## src/cpbd_pkg.sv

```systemverilog
// ----------------------------------------------------------------------------
// Cassette pulse byte decoder package
// Shared types, register indexes, reset values and the bit gather function.
// ----------------------------------------------------------------------------
package cpbd_pkg;

  localparam int unsigned AddrWidth = 4;

  localparam logic [1:0] REG_CAPTURE_ENABLE = 2'd0;
  localparam logic [1:0] REG_OVERRUN_CYCLES = 2'd1;
  localparam logic [1:0] REG_ONE_BIT_CYCLES = 2'd2;

  localparam logic [15:0] OVERRUN_RESET = 16'd4000;
  localparam logic [15:0] ONE_BIT_RESET = 16'd2000;

  localparam logic [31:0] SYNC_PATTERN = 32'h0000_cc33;
  localparam logic [1:0]  LEVEL_ONE    = 2'b01;
  localparam logic [4:0]  BITS_PER_BYTE = 5'd16;

  localparam logic [1:0] SPK_MID  = 2'd1;
  localparam logic [1:0] SPK_ZERO = 2'd0;
  localparam logic [1:0] SPK_HIGH = 2'd2;

  typedef struct packed {
    logic        capture_enable;
    logic [15:0] overrun_cycles;
    logic [15:0] one_bit_cycles;
  } cfg_t;

  typedef struct packed {
    logic       byte_valid;
    logic [7:0] byte_value;
    logic       byte_is_flush;
    logic       speaker_valid;
    logic [1:0] speaker_level;
  } result_t;

  function automatic logic [7:0] gather_odd_bits(input logic [15:0] s);
    logic [7:0] v;
    for (int k = 0; k < 8; k++) begin
      v[k] = s[2 * k + 1];
    end
    return v;
  endfunction

endpackage

```

## src/cpbd_cfg.sv

```systemverilog
// ----------------------------------------------------------------------------
// Cassette pulse byte decoder configuration registers
// APB-style register file holding capture enable and the two gap limits.
// ----------------------------------------------------------------------------
module cpbd_cfg (
  input  logic                           clk,
  input  logic                           rst,
  input  logic                           psel,
  input  logic                           penable,
  input  logic                           pwrite,
  input  logic [cpbd_pkg::AddrWidth-1:0] paddr,
  input  logic [31:0]                    pwdata,
  output logic [31:0]                    prdata,
  output logic                           pready,
  output cpbd_pkg::cfg_t                 cfg
);

  logic       wr_en;
  logic [1:0] reg_index;

  assign pready    = 1'b1;
  assign wr_en     = psel && penable && pwrite;
  assign reg_index = paddr[3:2];

  always_ff @(posedge clk) begin
    if (rst) begin
      cfg.capture_enable <= 1'b0;
      cfg.overrun_cycles <= cpbd_pkg::OVERRUN_RESET;
      cfg.one_bit_cycles <= cpbd_pkg::ONE_BIT_RESET;
    end else if (wr_en) begin
      case (reg_index)
        cpbd_pkg::REG_CAPTURE_ENABLE: cfg.capture_enable <= pwdata[0];
        cpbd_pkg::REG_OVERRUN_CYCLES: cfg.overrun_cycles <= pwdata[15:0];
        cpbd_pkg::REG_ONE_BIT_CYCLES: cfg.one_bit_cycles <= pwdata[15:0];
        default: ;
      endcase
    end
  end

  always_comb begin
    case (reg_index)
      cpbd_pkg::REG_CAPTURE_ENABLE: prdata = {31'd0, cfg.capture_enable};
      cpbd_pkg::REG_OVERRUN_CYCLES: prdata = {16'd0, cfg.overrun_cycles};
      cpbd_pkg::REG_ONE_BIT_CYCLES: prdata = {16'd0, cfg.one_bit_cycles};
      default:                      prdata = 32'd0;
    endcase
  end

endmodule

```

## src/cpbd_decode.sv

```systemverilog
// ----------------------------------------------------------------------------
// Cassette pulse byte decoder core logic
// Holds the decoder state and decodes one registered port write per step.
// ----------------------------------------------------------------------------
module cpbd_decode (
  input  logic               clk,
  input  logic               rst,
  input  logic               step,
  input  logic [7:0]         port_data,
  input  logic [31:0]        cycle_time,
  input  cpbd_pkg::cfg_t     cfg,
  output cpbd_pkg::result_t  res
);

  logic [7:0]  previous_port;
  logic [31:0] pulse_shift;
  logic [4:0]  collected_bits;
  logic        synced;
  logic [31:0] last_change_time;

  logic [31:0] pulse_shift_next;
  logic [4:0]  collected_bits_next;
  logic        synced_next;
  logic [31:0] last_change_time_next;

  logic        changed;
  logic [31:0] gap;
  logic        overrun;
  logic        short_gap;
  logic [3:0]  pad_amount;
  logic [15:0] padded;
  logic [31:0] shifted;
  logic [4:0]  coll_a;
  logic        sync_hit;

  assign changed    = (previous_port[1:0] ^ port_data[1:0]) != 2'b00;
  assign gap        = cycle_time - last_change_time;
  assign overrun    = gap > {16'd0, cfg.overrun_cycles};
  assign short_gap  = gap < {16'd0, cfg.one_bit_cycles};
  assign pad_amount = 4'(cpbd_pkg::BITS_PER_BYTE - collected_bits);
  assign padded     = pulse_shift[15:0] << pad_amount;
  assign shifted    = short_gap ? {pulse_shift[30:0], 1'b1} : {pulse_shift[29:0], 2'b00};
  assign sync_hit   = !synced && short_gap && (shifted == cpbd_pkg::SYNC_PATTERN);

  always_comb begin
    if (synced) begin
      coll_a = collected_bits + (short_gap ? 5'd1 : 5'd2);
    end else if (sync_hit) begin
      coll_a = cpbd_pkg::BITS_PER_BYTE;
    end else begin
      coll_a = collected_bits;
    end
  end

  always_comb begin
    res                   = '0;
    pulse_shift_next      = pulse_shift;
    collected_bits_next   = collected_bits;
    synced_next           = synced;
    last_change_time_next = last_change_time;
    if (changed) begin
      if (cfg.capture_enable) begin
        last_change_time_next = cycle_time;
        if (overrun) begin
          if (collected_bits != 5'd0) begin
            res.byte_valid    = 1'b1;
            res.byte_is_flush = 1'b1;
            res.byte_value    = cpbd_pkg::gather_odd_bits(
                collected_bits < cpbd_pkg::BITS_PER_BYTE ? padded : pulse_shift[15:0]);
          end
          pulse_shift_next    = '0;
          collected_bits_next = '0;
          synced_next         = 1'b0;
        end else if (port_data[1:0] == cpbd_pkg::LEVEL_ONE) begin
          synced_next = synced || sync_hit;
          if (coll_a >= cpbd_pkg::BITS_PER_BYTE) begin
            res.byte_valid      = 1'b1;
            res.byte_value      = cpbd_pkg::gather_odd_bits(shifted[15:0]);
            collected_bits_next = coll_a - cpbd_pkg::BITS_PER_BYTE;
            pulse_shift_next    = '0;
          end else begin
            collected_bits_next = coll_a;
            pulse_shift_next    = shifted;
          end
        end
      end else begin
        res.speaker_valid = 1'b1;
        case (port_data[1:0])
          2'b00:   res.speaker_level = cpbd_pkg::SPK_MID;
          2'b10:   res.speaker_level = cpbd_pkg::SPK_HIGH;
          default: res.speaker_level = cpbd_pkg::SPK_ZERO;
        endcase
      end
    end
  end

  always_ff @(posedge clk) begin
    if (rst) begin
      previous_port    <= '0;
      pulse_shift      <= '0;
      collected_bits   <= '0;
      synced           <= 1'b0;
      last_change_time <= '0;
    end else if (step) begin
      previous_port    <= port_data;
      pulse_shift      <= pulse_shift_next;
      collected_bits   <= collected_bits_next;
      synced           <= synced_next;
      last_change_time <= last_change_time_next;
    end
  end

endmodule

```

## src/cassette_pulse_byte_decoder_core.sv

```systemverilog
// ----------------------------------------------------------------------------
// Cassette pulse byte decoder
// Decodes timed cassette port writes into bytes or speaker levels.
// ----------------------------------------------------------------------------
// Usage:
// Each port write enters on the s_ stream channel as one transfer carrying
// the written value and its cycle timestamp. Every input transfer yields
// exactly one result transfer on the m_ channel, in order; the result tells
// whether a byte was decoded (and whether it is a flush of a partial byte)
// and whether a speaker level applies.
// An accepted item is held in an input register and then decoded into the
// result register, which drives the m_ channel. One item is accepted every
// cycle while the output is taken; the rate is set by the single decode step
// between those two registers. When the receiver stalls, the result holds and
// the input register still takes one more item; further input waits until
// the result is taken. Reset clears both registers, the decoder state and the
// configuration registers to capture off, overrun limit 4000 and one-bit
// limit 2000. Configuration should be written through the APB port only while
// no item is pending; the block itself does not enforce this.
// ----------------------------------------------------------------------------
module cassette_pulse_byte_decoder_core (
  input  logic                           clk,
  input  logic                           rst,
  input  logic                           s_tvalid,
  output logic                           s_tready,
  // [7:0] port_data, [39:8] cycle_time
  input  logic [39:0]                    s_tdata,
  output logic                           m_tvalid,
  input  logic                           m_tready,
  // [0] byte_valid, [8:1] byte_value, [9] speaker_valid, [11:10] speaker_level,
  // [15:12] zero
  output logic [15:0]                    m_tdata,
  // [0] byte_is_flush
  output logic [0:0]                     m_tuser,
  input  logic                           psel,
  input  logic                           penable,
  input  logic                           pwrite,
  input  logic [cpbd_pkg::AddrWidth-1:0] paddr,
  input  logic [31:0]                    pwdata,
  output logic [31:0]                    prdata,
  output logic                           pready
);

  cpbd_pkg::cfg_t    cfg;
  cpbd_pkg::result_t res;
  cpbd_pkg::result_t out_res;

  logic        in_valid;
  logic [7:0]  in_port;
  logic [31:0] in_time;
  logic        out_valid;
  logic        advance;

  assign advance  = !out_valid || m_tready;
  assign s_tready = !in_valid || advance;

  always_ff @(posedge clk) begin
    if (rst) begin
      in_valid <= 1'b0;
    end else if (s_tready) begin
      in_valid <= s_tvalid;
    end
  end

  always_ff @(posedge clk) begin
    if (s_tvalid && s_tready) begin
      in_port <= s_tdata[7:0];
      in_time <= s_tdata[39:8];
    end
  end

  always_ff @(posedge clk) begin
    if (rst) begin
      out_valid <= 1'b0;
    end else if (advance) begin
      out_valid <= in_valid;
    end
  end

  always_ff @(posedge clk) begin
    if (advance && in_valid) begin
      out_res <= res;
    end
  end

  cpbd_cfg u_cfg (
    .clk     (clk),
    .rst     (rst),
    .psel    (psel),
    .penable (penable),
    .pwrite  (pwrite),
    .paddr   (paddr),
    .pwdata  (pwdata),
    .prdata  (prdata),
    .pready  (pready),
    .cfg     (cfg)
  );

  cpbd_decode u_decode (
    .clk        (clk),
    .rst        (rst),
    .step       (advance && in_valid),
    .port_data  (in_port),
    .cycle_time (in_time),
    .cfg        (cfg),
    .res        (res)
  );

  assign m_tvalid = out_valid;
  assign m_tdata  = {4'd0, out_res.speaker_level, out_res.speaker_valid,
                     out_res.byte_value, out_res.byte_valid};
  assign m_tuser  = out_res.byte_is_flush;

endmodule

```

## config.mk

```make
export PLATFORM = sky130hd
export DESIGN_NAME = cassette_pulse_byte_decoder_core
export DESIGN_NICKNAME = d
export VERILOG_FILES = /design/src/cpbd_pkg.sv /design/src/cpbd_cfg.sv /design/src/cpbd_decode.sv /design/src/cassette_pulse_byte_decoder_core.sv
export SDC_FILE = /design/constraint.sdc
export NUM_CORES = 1
export LEC_CHECK = 0
export BUFFER_PORTS_ARGS = -buffer_cell sky130_fd_sc_hd__buf_2
export CORE_MARGIN = 8
export CORE_UTILIZATION = 45
export DETAILED_ROUTE_END_ITERATION = 10
export PLACE_DENSITY = 0.68
export RECOVER_POWER = 100
export SLEW_MARGIN = 20
export SYNTH_ARGS = -nofsm -noshare
export SYNTH_HDL_FRONTEND = slang
export SYNTH_SLANG_ARGS = --single-unit
```

## constraint.sdc

```tcl
create_clock -name clk -period 4.8 [get_ports clk]
set_clock_uncertainty 0.05 [all_clocks]
set_input_delay 0.24 -clock clk [delete_from_list [all_inputs] [get_ports clk]]
set_output_delay 0.24 -clock clk [all_outputs]
set_load 0.03 [all_outputs]
```

==> results of run 1 <==
cells by family (layout without fill, tap and decap cells):
kind of cell,count (synthesis),in the layout,synth area share
compound gates,298,298,0.203
mux,46,46,0.0580
xor+xnor,24,24,0.0222
other cells,2,21,0.000794
simple gates,368,369,0.180
buf+inv,152,314,0.0720
flops,153,153,0.374
fa+ha+maj,67,67,0.0903
through the flow:
| stage | setup WS (ns) | area (sq um) | total power, mW | util | hold WS, ns |
|---|---|---|---|---|---|
| after floorplan | -0.0624 | 9630 | 1.72 | - | 0.289 |
| after global placement | -0.0156 | 10500 | 1.86 | 0.504 | 0.366 |
| after detailed placement | -0.0910 | 10500 | 1.86 | 0.504 | 0.368 |
| after CTS | -0.0278 | 11600 | 3.23 | 0.559 | 0.00129 |
| after global routing | -0.323 | 11700 | 3.34 | 0.561 | 0.0135 |
| final | -0.121 | 11700 | 3.21 | 0.561 | 0.0158 |
worst paths after layout:
kind	end	slack, ns
hold / removal	u_cfg.cfg[28]	0.02
hold reg to reg	u_decode.last_change_time[26]	0.40
setup / recovery	m_tdata[1]	-0.12
setup reg to reg	m_tdata[1]	-0.12
power by group through the flow:
stage	logic [mW]	clock network, mW	registers, mW
after floorplan	0.307	0	1.42
after global placement	0.446	0	1.41
after detailed placement	0.451	0	1.41
after CTS	0.494	1.35	1.38
after global routing	0.544	1.41	1.39
final	0.495	1.34	1.38
worst max-delay path, stage by stage, from the launching register on:
cell and delay (ns):
edfxtp_1 0.39, ha_1 0.36, a21oi_1 0.25, o21ai_1 0.13
a32oi_1 0.29, nand2_1 0.12, or3_1 0.33, a2111oi_1 0.46
nor4b_2 0.41, and4_1 0.32, nand2_4 0.06, buf_4 0.14
fa_2 0.35, nand4_1 0.13, xnor2_2 0.15, a31oi_4 0.07
or4_4 0.54, o32ai_2 0.20
synthesized netlist by cell type (all sizes together), types with 8 or more instances:
cell    number  area share
a21o        12      0.0095
a22o        18       0.017
edfxtp      47        0.15
o21ai       71       0.038
nand2      204       0.082
nor3        22       0.012
xor2         8      0.0074
nand3       17      0.0090
mux2i       39       0.041
xnor2       16       0.015
o22ai        9      0.0060
nor2        45       0.018
o21a         8      0.0064
ha          65       0.086
clkbuf      38       0.015
nor2b        8      0.0053
buf         37       0.026
o211ai      21       0.017
dfxtp      106        0.22
nand4       21       0.015
inv         77       0.031
a21oi      109       0.059
final cells by class:
type                    count  area share
clock buffers              20      0.0410
clock inverters            12     0.00921
inverters                  77      0.0247
multi-input cells         825       0.472
flip-flops and latches    153       0.302
well taps                 275      0.0294
repair buffers            205       0.122
placed cells by master, fill, tap and decap left out, types with 39 or more instances in the layout:
cell / count
nand2_1: 200
dfxtp_1: 106
a21oi_1: 102
inv_1: 75
buf_4: 66
ha_1: 61
buf_2: 56
edfxtp_1: 47
dlygate4sd3_1: 44
nor2_1: 43
o21ai_0: 41
mux2i_1: 39
registers in the layout (all words and copies together) (netlist names):
signal / cells
m_tuser: 1
m_tdata: 12
u_decode.last_change_time: 32
u_decode.pulse_shift: 31
in_valid: 1
in_port: 2
u_cfg.cfg: 33
u_decode.synced: 1
u_decode.collected_bits: 5
u_decode.previous_port: 2
in_time: 32
m_tvalid: 1
layer usage:
| metal | up-vias | track usage | part of all wire | routed length, microns |
|---|---|---|---|---|
| li1 | 4272 | - | - | - |
| met1 | 3949 | 0.234 | 0.46 | 11000 |
| met2 | 236 | 0.286 | 0.45 | 10700 |
| met3 | 34 | 0.0376 | 0.059 | 1390 |
| met4 | 0 | 0.0715 | 0.022 | 530 |
| met5 | - | 0 | 0 | 0 |
timing repair:
item,CTS,global route
hold buffers,44,0
hold endpoints to repair,51,0
buffers inserted,9,3
cloned,1,2
resized for setup,7,31
setup endpoints to repair,8,42
pin swaps,17,16
==> out/qor.txt, run 1 <==
Period minus WS final -> 4.92 ns
Setup Viol. Count Final -> 9
Post-Syn Instances -> 1110
overall routed net length -> 23600 microns
Final period util -> 1.03
Post-synth EDFFs -> 47
Die Height -> 161 microns
Internal -> 2.35 mW
Die Footprint -> 0.0259 sq mm
io pins -> 135
switching share of power -> 0.269
Vias -> 8491
placed cells -> 1476
fin nets -> 1429
port bufs -> 89
clock root buffer -> clkbuf_16
async set or reset register ratio after synthesis -> 0
multi-input logic area -> 0.00551 sq mm
RSZ-0062 raised after global routing -> true
dpl hpwl -> 16700 microns
synth warn -> 0
PwrDens -> 275 mW/mm^2
initial DRC count -> 479
highest clock rate -> 203 MHz
Clock Latency Late Sink -> 0.44 ns
Synth Flop Type -> dfxtp_1
min-delay src -> pwdata[12]
slew of the pin with the lowest slew margin -> 2.93 ns
status -> complete, but fails checks
ant diodes -> 0
Netlist cell types -> 84
GP Congestion -> 0.906
crit path launch -> in_time[7]
critical path class -> reg2reg
relative slew slack -> -0.953
post-route insts no fill -> 1567
FF+latch area -> 0.00353 sq mm
Hold Fails Final Rpt -> 0
reg-to-reg startpoint -> in_time[7]
core area -> 0.0208 sq mm
PnR worst setup slack -> -0.121 ns
Sequential Power Share -> 0.430
violated checks -> capacitance limit, slew limit, setup timing
Vias/cell -> 5.42
H-tree Lvls -> 4
Antenna Violating Nets Remaining -> 0
share of layout cells above drive strength 1 -> 0.170
Final Max Slew Viols -> 98
pin count of the biggest net entering global routing -> 63
Worst Hold Depth -> 3
Synth Area per Inst -> 8.52 sq um
peak supply drop -> 229 uV
Die Wd -> 161 microns
initial antenna violation count -> 0
Crit Path Max Fanout -> 5
TNS Setup -> -0.545 ns
number of max-cap violations -> 2
Syn Std Cell Area -> 0.00945 sq mm
CTS Buffer Depth -> 2
sw power -> 0.864 mW
Fill cells -> 1921
sequential share of the synthesized area -> 0.374
clock power share -> 0.416
worst min path class -> in2reg
clock sinks -> 153
vias in the first global route -> 8016
Seq cells post-synth -> 153
gr ovfl total -> 0
total CTS buffers -> 17
cells on worst reg2reg path -> 17
CP Data Required Time -> 5.01 ns
Crit. End Element -> register
Clock transition at path regs -> 0.07 ns
Tot GR Track Use -> 0.180
Remaining DRCs -> 0
initial core utilization -> 0.454
CTS tree -> done
Logic pwr share -> 0.154
WL/cell -> 15.1 microns
global-route wire length before repair -> 38800 microns
LEAKAGE -> 4.54 nW
startpoint types -> register
arrival time worst endpoint -> 5.13 ns
Layout Area Growth over Synthesis -> 23.7%
Core Rows -> 53
first-pass detailed-route iteration total -> 6
No activity file was read; power rests on OpenSTA's default activity.
==> run 2, diff against run 1 <==
--- a/config.mk
+++ b/config.mk
@@ -7,10 +7,12 @@
 export LEC_CHECK = 0
 export BUFFER_PORTS_ARGS = -buffer_cell sky130_fd_sc_hd__buf_2
 export CORE_MARGIN = 8
-export CORE_UTILIZATION = 45
+export CORE_UTILIZATION = 53
 export DETAILED_ROUTE_END_ITERATION = 10
-export PLACE_DENSITY = 0.68
+export HOLD_SLACK_MARGIN = 0.03
+export PLACE_DENSITY = 0.78
 export RECOVER_POWER = 100
+export SETUP_SLACK_MARGIN = 0.4
 export SLEW_MARGIN = 20
 export SYNTH_ARGS = -nofsm -noshare
 export SYNTH_HDL_FRONTEND = slang
==> out/qor.txt, run 2 (synthesis gave the netlist of run 1 again) <==
slew of the pin with the lowest slew margin -> 2.14 ns
LEAKAGE -> 4.77 nW
number of flip-flops under the largest register name -> 33
status -> complete, but fails checks
first-pass detailed-route iteration total -> 5
Hold Fails Final Rpt -> 0
initial core utilization -> 0.534
clock sinks -> 153
crit-path max cell delay -> 0.56 ns
gr ovfl total -> 0
startpoint types -> register
number of max-cap violations -> 2
CTS tree -> done
Period minus WS final -> 4.95 ns
most common cell after layout, fill and taps aside -> nand2_1
Vias/cell -> 5.88
global-route wire length before repair -> 41900 microns
placed cells -> 1426
R2R Path End -> m_tdata[1]
dpl hpwl -> 16600 microns
fin nets -> 1447
share of layout cells above drive strength 1 -> 0.214
Critical Path Stages -> 24
worst setup path end -> m_tdata[1]
Clock Latency Late Sink -> 0.44 ns
clock root buffer -> clkbuf_16
Crit path buffers/inverters -> 1
CP Data Required Time -> 5.01 ns
Clock transition at path regs -> 0.07 ns
largest registers -> u_cfg.cfg: 33 flops, in_time: 32 flops, u_decode.last_change_time: 32 flops
RSZ-0062 raised after global routing -> true
arrival time worst endpoint -> 5.15 ns
Slowest-stage cell, CP -> or4_4
Place WS -> -0.0555 ns
io pins -> 135
core area -> 0.0177 sq mm
worst min path class -> in2reg
Layout Area Growth over Synthesis -> 28.9%
PnR worst setup slack -> -0.148 ns
Antenna Violating Nets Remaining -> 0
GP Congestion -> 0.946
Tot GR Track Use -> 0.230
PwrDens -> 267 mW/mm^2
Fill cells -> 1307
Setup Viol. Count Final -> 33
crit path launch -> in_time[4]
Vias -> 9049
reg-to-reg startpoint -> in_time[4]
Reg2Reg Setup Slack -> -0.15 ns
Die Height -> 150 microns
cells on worst reg2reg path -> 24
vias in the first global route -> 8667
post-route insts no fill -> 1539
critical path class -> reg2reg
Final period util -> 1.03
CTS Buffer Depth -> 2
violated checks -> capacitance limit, slew limit, setup timing
relative slew slack -> -0.424
Remaining DRCs -> 0
port bufs -> 89
Cell Chain, Critical Path -> ha_4 -> and2_4 -> a221oi_4 -> a21oi_2 -> o21ai_1 -> nand2b_1 -> a21o_1 -> a21oi_2 -> xnor2_2 -> ha_1 -> a21oi_2 -> nor2b_1 -> o21ai_1 -> a21oi_1 -> nor2_1 -> o31a_2 -> nand2_4 -> buf_4 -> fa_2 -> nand4_1 -> xnor2_2 -> a31oi_4 -> or4_4 -> o32ai_4
Core Rows -> 49
total CTS buffers -> 17
pin count of the biggest net entering global routing -> 62
CP top delay family -> compound AO/OA/AOI/OAI gates
Crit. End Element -> register
most used cell, CP -> a21oi_2
most frequent cells in the layout -> 199 x nand2_1, 104 x dfxtp_1, 101 x a21oi_1, 74 x inv_1, 63 x buf_4
peak supply drop -> 274 uV
initial antenna violation count -> 0
highest clock rate -> 202 MHz
ant diodes -> 0
Largest Register -> u_cfg.cfg
WL/cell -> 17.5 microns
H-tree Lvls -> 4
initial DRC count -> 866
Crit Path Max Fanout -> 5
Die Footprint -> 0.0224 sq mm
Die Wd -> 150 microns
Final Max Slew Viols -> 68
overall routed net length -> 26900 microns
==> run 2: area by class of cell <==
type | instances | area (sq um) | area share
timing repair buffer | 222 | 1710 | 0.141
tap | 229 | 287 | 0.0235
sequential | 153 | 3540 | 0.290
inverter | 77 | 292 | 0.0239
multi-input combinational | 826 | 5780 | 0.474
clock inverter | 15 | 153 | 0.0125
clock buffer | 17 | 425 | 0.0349
==> run 2: what timing repair did <==
| item | 4_1_cts | 5_1_grt |
|---|---|---|
| endpoints found under the setup margin | 44 | 47 |
| hold buffers | 51 | 0 |
| cloned | 8 | 0 |
| buffers inserted | 12 | 10 |
| pin swaps | 18 | 27 |
| resized for setup | 39 | 80 |
| hold endpoints to repair | 66 | 0 |
==> run 2: worst min-delay path, cell delays in order <==
cell     delay [ns]
buf_2          0.07
nor2b_1        0.06
nor2_1         0.09
nor2_1         0.04
==> run 2: worst min-delay path by stage <==
| stage | cells after the start | startpoint | to | slack [ns] |
|---|---|---|---|---|
| after floorplan | 0 | s_tdata[0] | in_port[0] | 0.29 |
| after global placement | 1 | s_tdata[23] | in_time[15] | 0.37 |
| after detailed placement | 1 | s_tdata[27] | in_time[19] | 0.37 |
| after CTS | 4 | m_tready | m_tvalid | 0.06 |
| after global routing | 4 | m_tready | m_tvalid | 0.09 |
| final | 4 | m_tready | m_tvalid | 0.06 |
==> run 2: per-layer routing <==
layer | global-route usage | up-vias | wire (microns)
met5 | 0 | - | 0
met4 | 0.115 | 0 | 879
met3 | 0.0448 | 81 | 1960
met2 | 0.377 | 378 | 12700
met1 | 0.283 | 4288 | 11400
li1 | - | 4302 | -
==> run 2: metrics by stage <==
| step | instance area, sq um | setup TNS [ns] | util | hold WS (ns) | power, mW |
|---|---|---|---|---|---|
| 5_1_grt | 12200 | -11.06 | 0.688 | 0.0866 | 3.37 |
| 3_3_place_gp | 10400 | 0 | 0.588 | 0.366 | 1.85 |
| 2_1_floorplan | 9650 | -0.00116 | - | 0.289 | 1.72 |
| 3_5_place_dp | 10400 | -0.0555 | 0.588 | 0.368 | 1.86 |
| 4_1_cts | 12000 | 0 | 0.675 | 0.0550 | 3.25 |
| 6_report | 12200 | -1.85 | 0.688 | 0.0628 | 3.26 |
==> run 2: power by group <==
group          switching [mW]  total (mW)  internal [mW]
Sequential             0.0174        1.38           1.36
Clock                   0.611        1.34          0.733
Combinational           0.310       0.534          0.224
Total                   0.939        3.26           2.32
